`src/rtl/core/kns_pkg.sv`:
```
`default_nettype none
package kns_pkg;
    localparam int FracBits = 28;
    localparam int MaxIter = 40;
    localparam int W = FracBits + 8;
    localparam int CordicIter = FracBits;
    localparam logic [27:0] EccReset = 28'd130746533;
    localparam logic [27:0] TolReset = 28'd268;
    localparam int IdxEcc = 0;
    localparam int IdxTol = 1;

    typedef enum logic [3:0] {
        ST_IDLE, ST_REDUCE, ST_CORDIC, ST_MUL, ST_DIV, ST_UPDATE, ST_DONE
    } state_t;

    typedef struct packed {
        logic load;
        logic reduce;
        logic cordic_init;
        logic cordic_step;
        logic mul;
        logic div_init;
        logic div_step;
        logic update;
    } cmd_t;

    typedef struct packed {
        logic reduce_done;
        logic cordic_done;
        logic div_done;
        logic conv;
    } sts_t;

    // atan(2^-i) in Q.28, rounded
    function automatic logic [31:0] atan_tab(input logic [5:0] i);
        logic [31:0] t;
        begin
            case (i)
                6'd0: t = 32'd210828714;
                6'd1: t = 32'd124459457;
                6'd2: t = 32'd65760959;
                6'd3: t = 32'd33381290;
                6'd4: t = 32'd16755422;
                6'd5: t = 32'd8385879;
                6'd6: t = 32'd4193963;
                6'd7: t = 32'd2097109;
                6'd8: t = 32'd1048571;
                6'd9: t = 32'd524287;
                6'd10: t = 32'd262144;
                6'd11: t = 32'd131072;
                6'd12: t = 32'd65536;
                6'd13: t = 32'd32768;
                6'd14: t = 32'd16384;
                6'd15: t = 32'd8192;
                6'd16: t = 32'd4096;
                6'd17: t = 32'd2048;
                6'd18: t = 32'd1024;
                6'd19: t = 32'd512;
                6'd20: t = 32'd256;
                6'd21: t = 32'd128;
                6'd22: t = 32'd64;
                6'd23: t = 32'd32;
                6'd24: t = 32'd16;
                6'd25: t = 32'd8;
                6'd26: t = 32'd4;
                6'd27: t = 32'd2;
                6'd28: t = 32'd1;
                6'd29: t = 32'd1;
                default: t = 32'd0;
            endcase
            return t;
        end
    endfunction

    localparam logic [31:0] PiQ = 32'd843314856;
    localparam logic [31:0] HalfPiQ = 32'd421657428;
    localparam logic [31:0] TwoPiQ = 32'd1686629713;
    localparam logic [31:0] GainQ = 32'd163008218;
endpackage
`default_nettype wire

```
`src/rtl/core/kns_ctrl.sv`:
```
`default_nettype none
module kns_ctrl #(
    parameter int MAX_ITERATIONS = kns_pkg::MaxIter
) (
    input  wire logic          clk,
    input  wire logic          rst_n,
    input  wire logic          start,
    output logic               busy,
    output logic               done,
    output kns_pkg::cmd_t      cmd,
    input  wire kns_pkg::sts_t sts,
    output logic [5:0]         iter_out,
    output logic               conv_out
);
    import kns_pkg::*;

    state_t state_reg, state_next;
    logic [7:0] n_reg, n_next;
    logic conv_reg, conv_next;

    always_ff @(posedge clk or negedge rst_n)
    begin
        if (!rst_n)
        begin
            state_reg <= ST_IDLE;
            n_reg <= '0;
            conv_reg <= 1'b0;
        end
        else
        begin
            state_reg <= state_next;
            n_reg <= n_next;
            conv_reg <= conv_next;
        end
    end

    always_comb
    begin
        state_next = state_reg;
        n_next = n_reg;
        conv_next = conv_reg;
        cmd = '0;
        done = 1'b0;
        busy = (state_reg != ST_IDLE);
        case (state_reg)
            ST_IDLE:
            begin
                if (start)
                begin
                    cmd.load = 1'b1;
                    n_next = '0;
                    conv_next = 1'b0;
                    state_next = ST_REDUCE;
                end
            end
            ST_REDUCE:
            begin
                if (sts.reduce_done)
                begin
                    cmd.cordic_init = 1'b1;
                    state_next = ST_CORDIC;
                end
                else
                    cmd.reduce = 1'b1;
            end
            ST_CORDIC:
            begin
                if (sts.cordic_done)
                begin
                    cmd.mul = 1'b1;
                    n_next = n_reg + 8'd1;
                    state_next = ST_MUL;
                end
                else
                    cmd.cordic_step = 1'b1;
            end
            ST_MUL:
            begin
                cmd.div_init = 1'b1;
                state_next = ST_DIV;
            end
            ST_DIV:
            begin
                if (sts.div_done)
                    state_next = ST_UPDATE;
                else
                    cmd.div_step = 1'b1;
            end
            ST_UPDATE:
            begin
                cmd.update = 1'b1;
                if (sts.conv)
                begin
                    conv_next = 1'b1;
                    state_next = ST_DONE;
                end
                else if (n_reg >= 8'(MAX_ITERATIONS))
                    state_next = ST_DONE;
                else
                    state_next = ST_REDUCE;
            end
            ST_DONE:
            begin
                done = 1'b1;
                state_next = ST_IDLE;
            end
            default: state_next = ST_IDLE;
        endcase
    end

    assign iter_out = (n_reg > 8'd63) ? 6'd63 : n_reg[5:0];
    assign conv_out = conv_reg;
endmodule
`default_nettype wire

```
`config.mk`:
```
export PLATFORM = sky130hd
export DESIGN_NAME = kns_ctrl
export DESIGN_NICKNAME = d
export VERILOG_FILES = /design/src/rtl/core/kns_pkg.sv /design/src/rtl/core/kns_ctrl.sv
export SDC_FILE = /design/constraint.sdc
export NUM_CORES = 1
export LEC_CHECK = 0
export BUFFER_PORTS_ARGS = -buffer_cell sky130_fd_sc_hd__buf_4
export CAP_MARGIN = 20
export CORE_MARGIN = 2
export CORE_UTILIZATION = 40
export CTS_CLUSTER_DIAMETER = 60
export DETAILED_ROUTE_END_ITERATION = 8
export PLACE_DENSITY = 0.69
export SYNTH_ARGS = -nofsm -noshare
export SYNTH_HDL_FRONTEND = slang
export SYNTH_SLANG_ARGS = --single-unit
```
`constraint.sdc`:
```
create_clock -name clk -period 1.8 [get_ports clk]
set_input_delay 0 -clock clk [delete_from_list [all_inputs] [get_ports clk]]
set_output_delay 0 -clock clk [all_outputs]
set_load 0.02 [all_outputs]
```
Word-level counts from Yosys, hierarchy flattened. Index checks and enable logic that the tools add are counted.

Word-level logic and storage cells: 51. Input port bits: 7. Output and inout bits: 17. Register bits after elaboration: 13.

Equality and inequality tests: 11. Muxes and demuxes: 27. Reductions and logical operators: 7. Magnitude comparators: 2. Add/subtract/negate cells: 1.

Operator list (count): $pmux 4 s6 (1); $mux 4 (4); $mux 8 (2); $pmux 8 s2 (1); $mux 1 (13); $eq 4x3->1 const B (3); $ne 2x2->1 const B (5); $add 8x1->8 const B (1); $eq 4x2->1 const B (2); $ge 8x6->1 const B (1); $gt 8x6->1 const B (1); $mux 3 (2); $mux 6 (1); $reduce_and 3->1 (2); $eq 4x1->1 const B (1); $logic_not 4->1 (1); $mux 2 (2); $reduce_and 4->1 (1); $reduce_bool 2->1 (2); $reduce_bool 4->1 (1); $pmux 1 s2 (1).

Depth between registers and ports, before layout. Gate-level depths: netlist of the first run.

Depth after elaboration: 4. Mapped depth: 6. Depth with buffers taken out: 5.

Worst setup path before layout of the first run. Ideal clock, no wire load.

Path type: reg-to-reg. From: register state_reg[0]. To: register state_reg[1]. Cell stages (with the launch flop): 6. Arrival: 1.354 ns. Data required time: 1.727 ns. Setup time: 0.073 ns. Path buffers: 2. Period minus slack after synthesis: 1.427 ns. Setup slack: 0.373 ns. Path through: dfrtp_1 buf_6 buf_2 nor4b_2 a21oi_1 nor2_1.

Cells in the longest elaborated chain, start to end: 3. Elaborated cells on any way between the ends: 12. Those cells by class: 9 x eq/ne; 1 x mux; 2 x reduce/logical.

Ends and longest elaborated chain: start: declaration (line kns_ctrl.sv:17) `state_t state_reg, state_next;`; start signal: assignment (line kns_ctrl.sv:31) `state_reg <= state_next;`; $eq 4x1->1 (tied with other cells) (line kns_ctrl.sv:45) `case (state_reg)`; $ne 2x2->1 (no source line); $reduce_and 4->1 (no source line).

Parallel ways exist; a longest one is shown, timed or not. A chain may end at the register's enable or synchronous reset.

==> flow_metrics.py, run 1 <==
metrics = {
    "synthesis": {
        "synth-edff-count": 0,
        "async_flop_share": 1.00,
        "syn-num-nets": 102,
        "ys_seq_area_frac": 0.342,
        "avgSynthCellArea_um2": 9.43,
        "synthAdderAreaFrac": 0.0285,
        "synth_compound_area_frac": 0.108,
        "synth_top_family_by_area": "simple AND/OR/NAND/NOR gates",
        "synth_area_um2": 877,
        "ys_types": 38,
        "ys_warn_count": 0,
        "synthXorXnorAreaFrac": 0.0499,
        "ys_seq_elements": 12,
        "synthMuxAreaShare": 0.0128,
        "yosys.area_share.simple": 0.367,
        "synth_ff_type": "dfrtp_1",
        "netlist_instances": 93,
    },
    "power": {
        "p_comb_frac": 0.587,
        "p_clk_frac": 0.110,
        "sw_frac_of_total": 0.438,
        "power_mw": 1.39,
        "ir_drop_uv": 889,
        "p_int_uw": 781,
        "p_sw_uw": 608,
        "p_leak_nw": 0.561,
        "p_per_area_nw_per_um2": 1280,
        "p_seq_frac": 0.303,
    },
    "placement": {
        "portBuffers": 23,
        "dp_hpwl_mm": 1.34,
        "dp_slack_ns": 0.441,
        "placed_cell_area_um2": 1040,
        "place_congestion": 0.820,
    },
    "die": {
        "core_um2": 2020,
        "die_w_um": 50.8,
        "ios": 24,
        "rows": 16,
        "initial_core_util": 0.434,
        "dieArea_um2": 2580,
        "die_h_um": 50.8,
    },
    "worst_setup_path": {
        "path_class": "flop to output pin",
        "crit_fanout": 11,
        "start_kind": "flop",
        "end_kind": "output pin",
        "cp.arrival_ns": 1.45,
        "crit_required_ns": 1.80,
    },
    "final_layout": {
        "fillerInstances": 185,
        "final_area_um2": 1080,
        "area_delta_synth_final_pct": 23.5,
        "seq_area_um2": 300,
        "antennaDiodeCount": 0,
        "multi_input_area_um2": 497,
        "largest_register_ffs": 8,
        "drive_above_1_share": 0.328,
        "nNetsFinal": 127,
    },
    "sta": {
        "setup_viol": 0,
        "skew_ns": 0.00410,
        "max-slew-margin-rel": 0.693,
        "period_needed_ns": 1.45,
        "period_share": 0.805,
        "slew_viol_final": 0,
        "hold_slack_ns": 0.0612,
        "worst_pin_slew_ns": 0.458,
        "fmax_mhz": 690,
        "tns_ns": 0,
        "rsz0062_at_grt": "no",
        "hold_violations": 0,
        "layout_setup_ws_ns": 0.351,
    },
    "global_routing": {
        "grt-ovfl-total": 0,
        "grt_pass1_wl_mm": 3.05,
        "first_global_vias": 633,
        "track_usage": 0.157,
        "grt_max_degree": 15,
        "antenna_found_initial": 0,
    },
    "detailed_routing": {
        "totalWireLength_mm": 1.72,
        "drt_first_iter_violations": 7,
        "remaining_drc_errors": 0,
        "vias": 739,
        "vias_per_cell": 5.17,
        "postRouteAntennaNets": 0,
        "dr.pass1.iters": 4,
        "wl_per_cell_um": 12.0,
    },
    "cts": {
        "post_cts_buffers": 0,
        "clock_path_buffers": 2,
        "clk_pin_slew_ns": 0.07,
        "cts_buffers": 3,
        "clock_latency_ns": 0.26,
        "clock-sinks": 12,
        "cts_tree": "built",
        "cts_max_level": 1,
        "clockRootBuffer": "clkbuf_4",
    },
    "hold_path": {
        "hold_path_class": "input port to flop",
    },
    "status": {
        "status": "completed",
    },
    "job": {
        "maxCapViolations": 0,
    },
}
==> cell families (layout without fill, tap and decap cells) <==
group           Yosys count  in the layout
buf+inv                  12             35
compound gates           15             15
mux                       1              1
xor+xnor                  5              5
simple gates             46             46
flops                    12             12
fa+ha+maj                 2              2
==> layout by cell type (no fill, tap or decap), drive strengths merged <==
master / instances
o21bai: 1
dfrtp: 12
nand2: 5
nor4b: 3
buf: 26
nand3: 2
mux2: 1
ha: 2
and2: 1
nor2b: 1
o21ai: 5
nor4: 1
and3b: 1
a211oi: 1
nor2: 12
xor2: 4
and4: 1
or3: 7
xnor2: 1
a31oi: 1
inv: 4
and3: 2
nand2b: 1
nand4: 4
dlygate4sd3: 2
a21o: 2
a21oi: 4
clkbuf: 3
nor3: 2
a22o: 1
nor3b: 1
nor4bb: 1
and4bb: 1
==> repair_timing <==
item,CTS,global route
hold endpoints to repair,13,0
hold buffers,2,0
resized for setup,0,0
==> final timing paths <==
path | startpoint | endpoint | slack [ns] | cells past startpoint
hold reg to reg | conv_out | conv_out | 0.52 | 1
hold / removal | sts[3] | state_reg[0] | 0.06 | 3
setup reg to reg | state_reg[1] | state_reg[1] | 0.42 | 5
min in group asynchronous | rst_n | n_reg[1] | 0.10 | 2
setup / recovery | state_reg[2] | cmd[6] | 0.35 | 3
max in group asynchronous | rst_n | n_reg[3] | 1.54 | 2
==> critical path: stages, from the launching register on <==
cell,delay (ns)
dfrtp_1,0.43
buf_4,0.20
nor4b_4,0.35
buf_4,0.20
==> power by group through the flow <==
stage	Combinational, mW	Sequential [mW]	Clock (mW)
after detailed placement	0.815	0.428	0
after CTS	0.820	0.423	0.162
final	0.815	0.420	0.154
after floorplan	0.655	0.402	0
after global routing	0.892	0.435	0.173
after global placement	0.804	0.426	0
==> cell usage after synthesis, types with 2 or more instances <==
| library cell | instances | area, um^2 |
|---|---|---|
| nor3_1 | 2 | 10.0 |
| nand2_1 | 5 | 18.8 |
| a21oi_1 | 4 | 20.0 |
| nand4_1 | 2 | 12.5 |
| nor2_1 | 11 | 41.3 |
| nand4_2 | 2 | 25.0 |
| nor4b_4 | 2 | 47.6 |
| buf_4 | 3 | 22.5 |
| inv_1 | 4 | 15.0 |
| buf_6 | 3 | 33.8 |
| or3_1 | 7 | 43.8 |
| xor2_1 | 4 | 35.0 |
| o21ai_0 | 3 | 15.0 |
| nand3_1 | 2 | 10.0 |
| a21o_1 | 2 | 15.0 |
| o21ai_1 | 2 | 10.0 |
| ha_1 | 2 | 25.0 |
| and3_1 | 2 | 12.5 |
| dfrtp_1 | 12 | 300 |
==> area by class of cell <==
type / count / area share
timing repair buffer: 28 / 0.199
tap: 27 / 0.0312
multi-input combinational: 69 / 0.458
sequential: 12 / 0.277
clock buffer: 3 / 0.0208
inverter: 4 / 0.0139
==> layer usage <==
layer | track usage | vias to the layer above | share of wire
met1 | 0.217 | 341 | 0.48
met2 | 0.239 | 19 | 0.45
met3 | 0.0292 | 2 | 0.051
met5 | 0 | - | 0
met4 | 0.0676 | 0 | 0.012
li1 | - | 377 | -
==> per-stage QoR <==
stage | cells | util
after floorplan | 93 | -
after global placement | 138 | 0.515
after detailed placement | 138 | 0.515
after CTS | 143 | 0.536
after global routing | 143 | 0.536
final | 143 | 0.536
(Power assumes the default switching activity.)
==> run 2: changes to the inputs <==
- ABC_AREA: unset -> 1
- PLACE_DENSITY: 0.69 -> 0.72
- clock period: 1.8 -> 1.2 ns (I/O delays scaled with it)
==> run 2 against run 1 <==
  * The flow now finishes with violations (negative setup slack)
  * Cell area grew 33%
  * Count of clock-buffer cells in the layout is the same
  * Sequential share of layout area shrank 6.9 points
  * Total power grew 100%
  * Utilization grew 22 points
  * Sequential power grew 38%
==> flow_metrics.py, run 2 <==
metrics = {
    "status": {
        "status": "finished, violations left",
        "violations": "negative setup slack",
    },
    "cts": {
        "cts_buffers": 3,
        "cts_tree": "built",
        "clockRootBuffer": "clkbuf_4",
        "clk_pin_slew_ns": 0.08,
        "cts_max_level": 1,
        "clock-sinks": 12,
        "clock_latency_ns": 0.28,
        "clock_path_buffers": 2,
    },
    "power": {
        "p_per_area_nw_per_um2": 1930,
        "ir_drop_uv": 1340,
        "power_mw": 2.79,
        "p_leak_nw": 0.781,
    },
    "final_layout": {
        "final_common_cell": "buf_4",
        "largest_register_ffs": 8,
        "final_cell_mix": "buf_4, nand2_1, buf_6, inv_1, dfrtp_1",
        "drive_above_1_share": 0.538,
        "area_delta_synth_final_pct": 81.5,
        "final_area_um2": 1450,
        "final_util": 0.753,
        "antennaDiodeCount": 0,
        "nNetsFinal": 184,
    },
    "detailed_routing": {
        "vias_per_cell": 4.82,
        "wl_met3_um": 136,
        "postRouteAntennaNets": 0,
        "totalWireLength_mm": 2.48,
        "vias": 964,
        "remaining_drc_errors": 0,
        "drt_first_iter_violations": 24,
        "met2WireLength_mm": 1.27,
        "met1Wirelength_mm": 1.06,
        "wl_per_cell_um": 12.4,
        "top_layer": "met4",
        "dr.pass1.iters": 4,
    },
    "worst_setup_path": {
        "cp.arrival_ns": 1.36,
        "path_class": "flop to output pin",
        "path_cells": "inv_2 -> nand2_4 -> nor2_4 -> nand2_4 -> inv_4 -> buf_6",
        "path_delay_family": "flip-flops",
        "crit_required_ns": 1.20,
        "cp_num_buf_inv": 3,
        "crit_path_frequent_cell": "nand2_4",
        "start_kind": "flop",
        "end_kind": "output pin",
        "slowest_delay_ns": 0.41,
        "cpMaxStageDelayCell": "dfrtp_1",
        "crit_fanout": 4,
    },
    "hold_path": {
        "hold_path_class": "input port to flop",
    },
    "synthesis": {
        "syn-num-nets": 128,
        "yosysTopAreaCell": "dfrtp_1",
        "ys_warn_count": 0,
        "synth-edff-count": 0,
        "synth.top_cell.area_share": 0.377,
        "ys_types": 20,
        "ys_top_cells_by_area": "dfrtp_1, nand2_1, inv_1, nand3_1, nor2_1",
        "async_flop_share": 1.00,
        "netlist_instances": 119,
        "synth_area_um2": 797,
        "synth.most_common_cell": "nand2_1",
        "ys_seq_elements": 12,
        "synth_ff_type": "dfrtp_1",
        "ys_seq_area_frac": 0.377,
        "avgSynthCellArea_um2": 6.70,
        "synthTopCellsByCount": "nand2_1, inv_1, dfrtp_1, nor2_1, nand3_1",
    },
    "global_routing": {
        "track_usage": 0.201,
        "antenna_found_initial": 0,
        "grt_max_degree": 13,
        "first_global_vias": 918,
        "grt_pass1_wl_mm": 3.73,
        "grt-ovfl-total": 0,
    },
    "placement": {
        "dp_hpwl_mm": 1.54,
        "portBuffers": 23,
        "place_congestion": 0.818,
        "placed_cell_area_um2": 1130,
    },
    "sta": {
        "layout_setup_ws_ns": -0.156,
        "hold_violations": 0,
        "hold_slack_ns": 0.0334,
        "rsz0062_at_grt": "yes",
        "max-slew-margin-rel": 0.871,
        "setup_viol": 21,
        "worst_pin_slew_ns": 0.194,
        "skew_ns": 0.00570,
        "period_needed_ns": 1.36,
        "fmax_mhz": 738,
        "period_share": 1.13,
        "slew_viol_final": 0,
    },
    "die": {
        "initial_core_util": 0.415,
        "die_w_um": 48.6,
        "dieArea_um2": 2370,
        "core_um2": 1920,
        "die_h_um": 48.6,
        "ios": 24,
        "rows": 16,
    },
    "job": {
        "maxCapViolations": 0,
    },
}
[run 2: cell count changes after synthesis, moves of 3 or more]
cell	change
buf_6	-3
inv_2	+4
or3_1	-7
nand3_1	+7
inv_1	+16
nand2_1	+31
xor2_1	-3
nand2_2	+3
[run 2: power breakdown]
part / switching (mW) / internal (mW)
Combinational: 1.03 / 0.919
Sequential: 0.0800 / 0.500
Clock: 0.146 / 0.117
Total: 1.26 / 1.54
[run 2: metal layers]
metal	global-route usage	up-vias
met5	0	-
met4	0.0476	0
met3	0.0370	3
met2	0.345	31
met1	0.260	452
li1	-	478
[run 2: layout make-up]
type                            instances  area, um^2
Clock buffer                            3        22.5
Fill cell                             140         475
Inverter                               24        97.6
Multi-Input combinational cell         82         524
Sequential cell                        12         302
Tap cell                               27        33.8
Timing Repair Buffer                   52         467
[run 2: tightest hold or removal path: stages]
cell and delay [ns]:
buf_4 0.10, inv_1 0.05, nand2_2 0.08, nand2_1 0.06
[run 2: worst paths after layout]
check / start / endpoint / slack [ns] / cells past startpoint
worst max register to register: state_reg[0] / n_reg[7] / -0.13 / 9
worst max-delay path: state_reg[0] / cmd[3] / -0.16 / 6
worst min register to register: conv_out / conv_out / 0.51 / 1
worst min-delay path: sts[2] / state_reg[1] / 0.03 / 4
max in group asynchronous: rst_n / state_reg[1] / 0.93 / 2
min in group asynchronous: rst_n / state_reg[1] / 0.09 / 2
[run 2: through the flow]
step | setup slack (ns) | setup TNS (ns) | std cells
finish | -0.156 | -1.66 | 200
global route | -0.217 | -3.16 | 200
CTS | -0.118 | -1.35 | 196
detailed placement | -0.0505 | -0.125 | 185
global placement | -0.0386 | -0.0820 | 185
floorplan | -0.0113 | -0.0113 | 119
[run 2: kinds of logic (layout without fill, tap and decap cells)]
kind of cell,Yosys count,after routing,share of synthesized area
buffers and inverters,25,79,0.122
AND/OR/NAND/NOR,68,68,0.383
AO/OA/AOI/OAI,11,11,0.0753
flip-flops,12,12,0.377
XOR/XNOR,1,1,0.0110
adder cells (fa/ha/maj),2,2,0.0314
[run 2: repair_timing]
action	in CTS	in global routing
pin swaps	11	7
resized for setup	21	39
buffers inserted	6	4
hold endpoints to repair	13	0
hold buffers	2	0
setup endpoints to repair	23	26
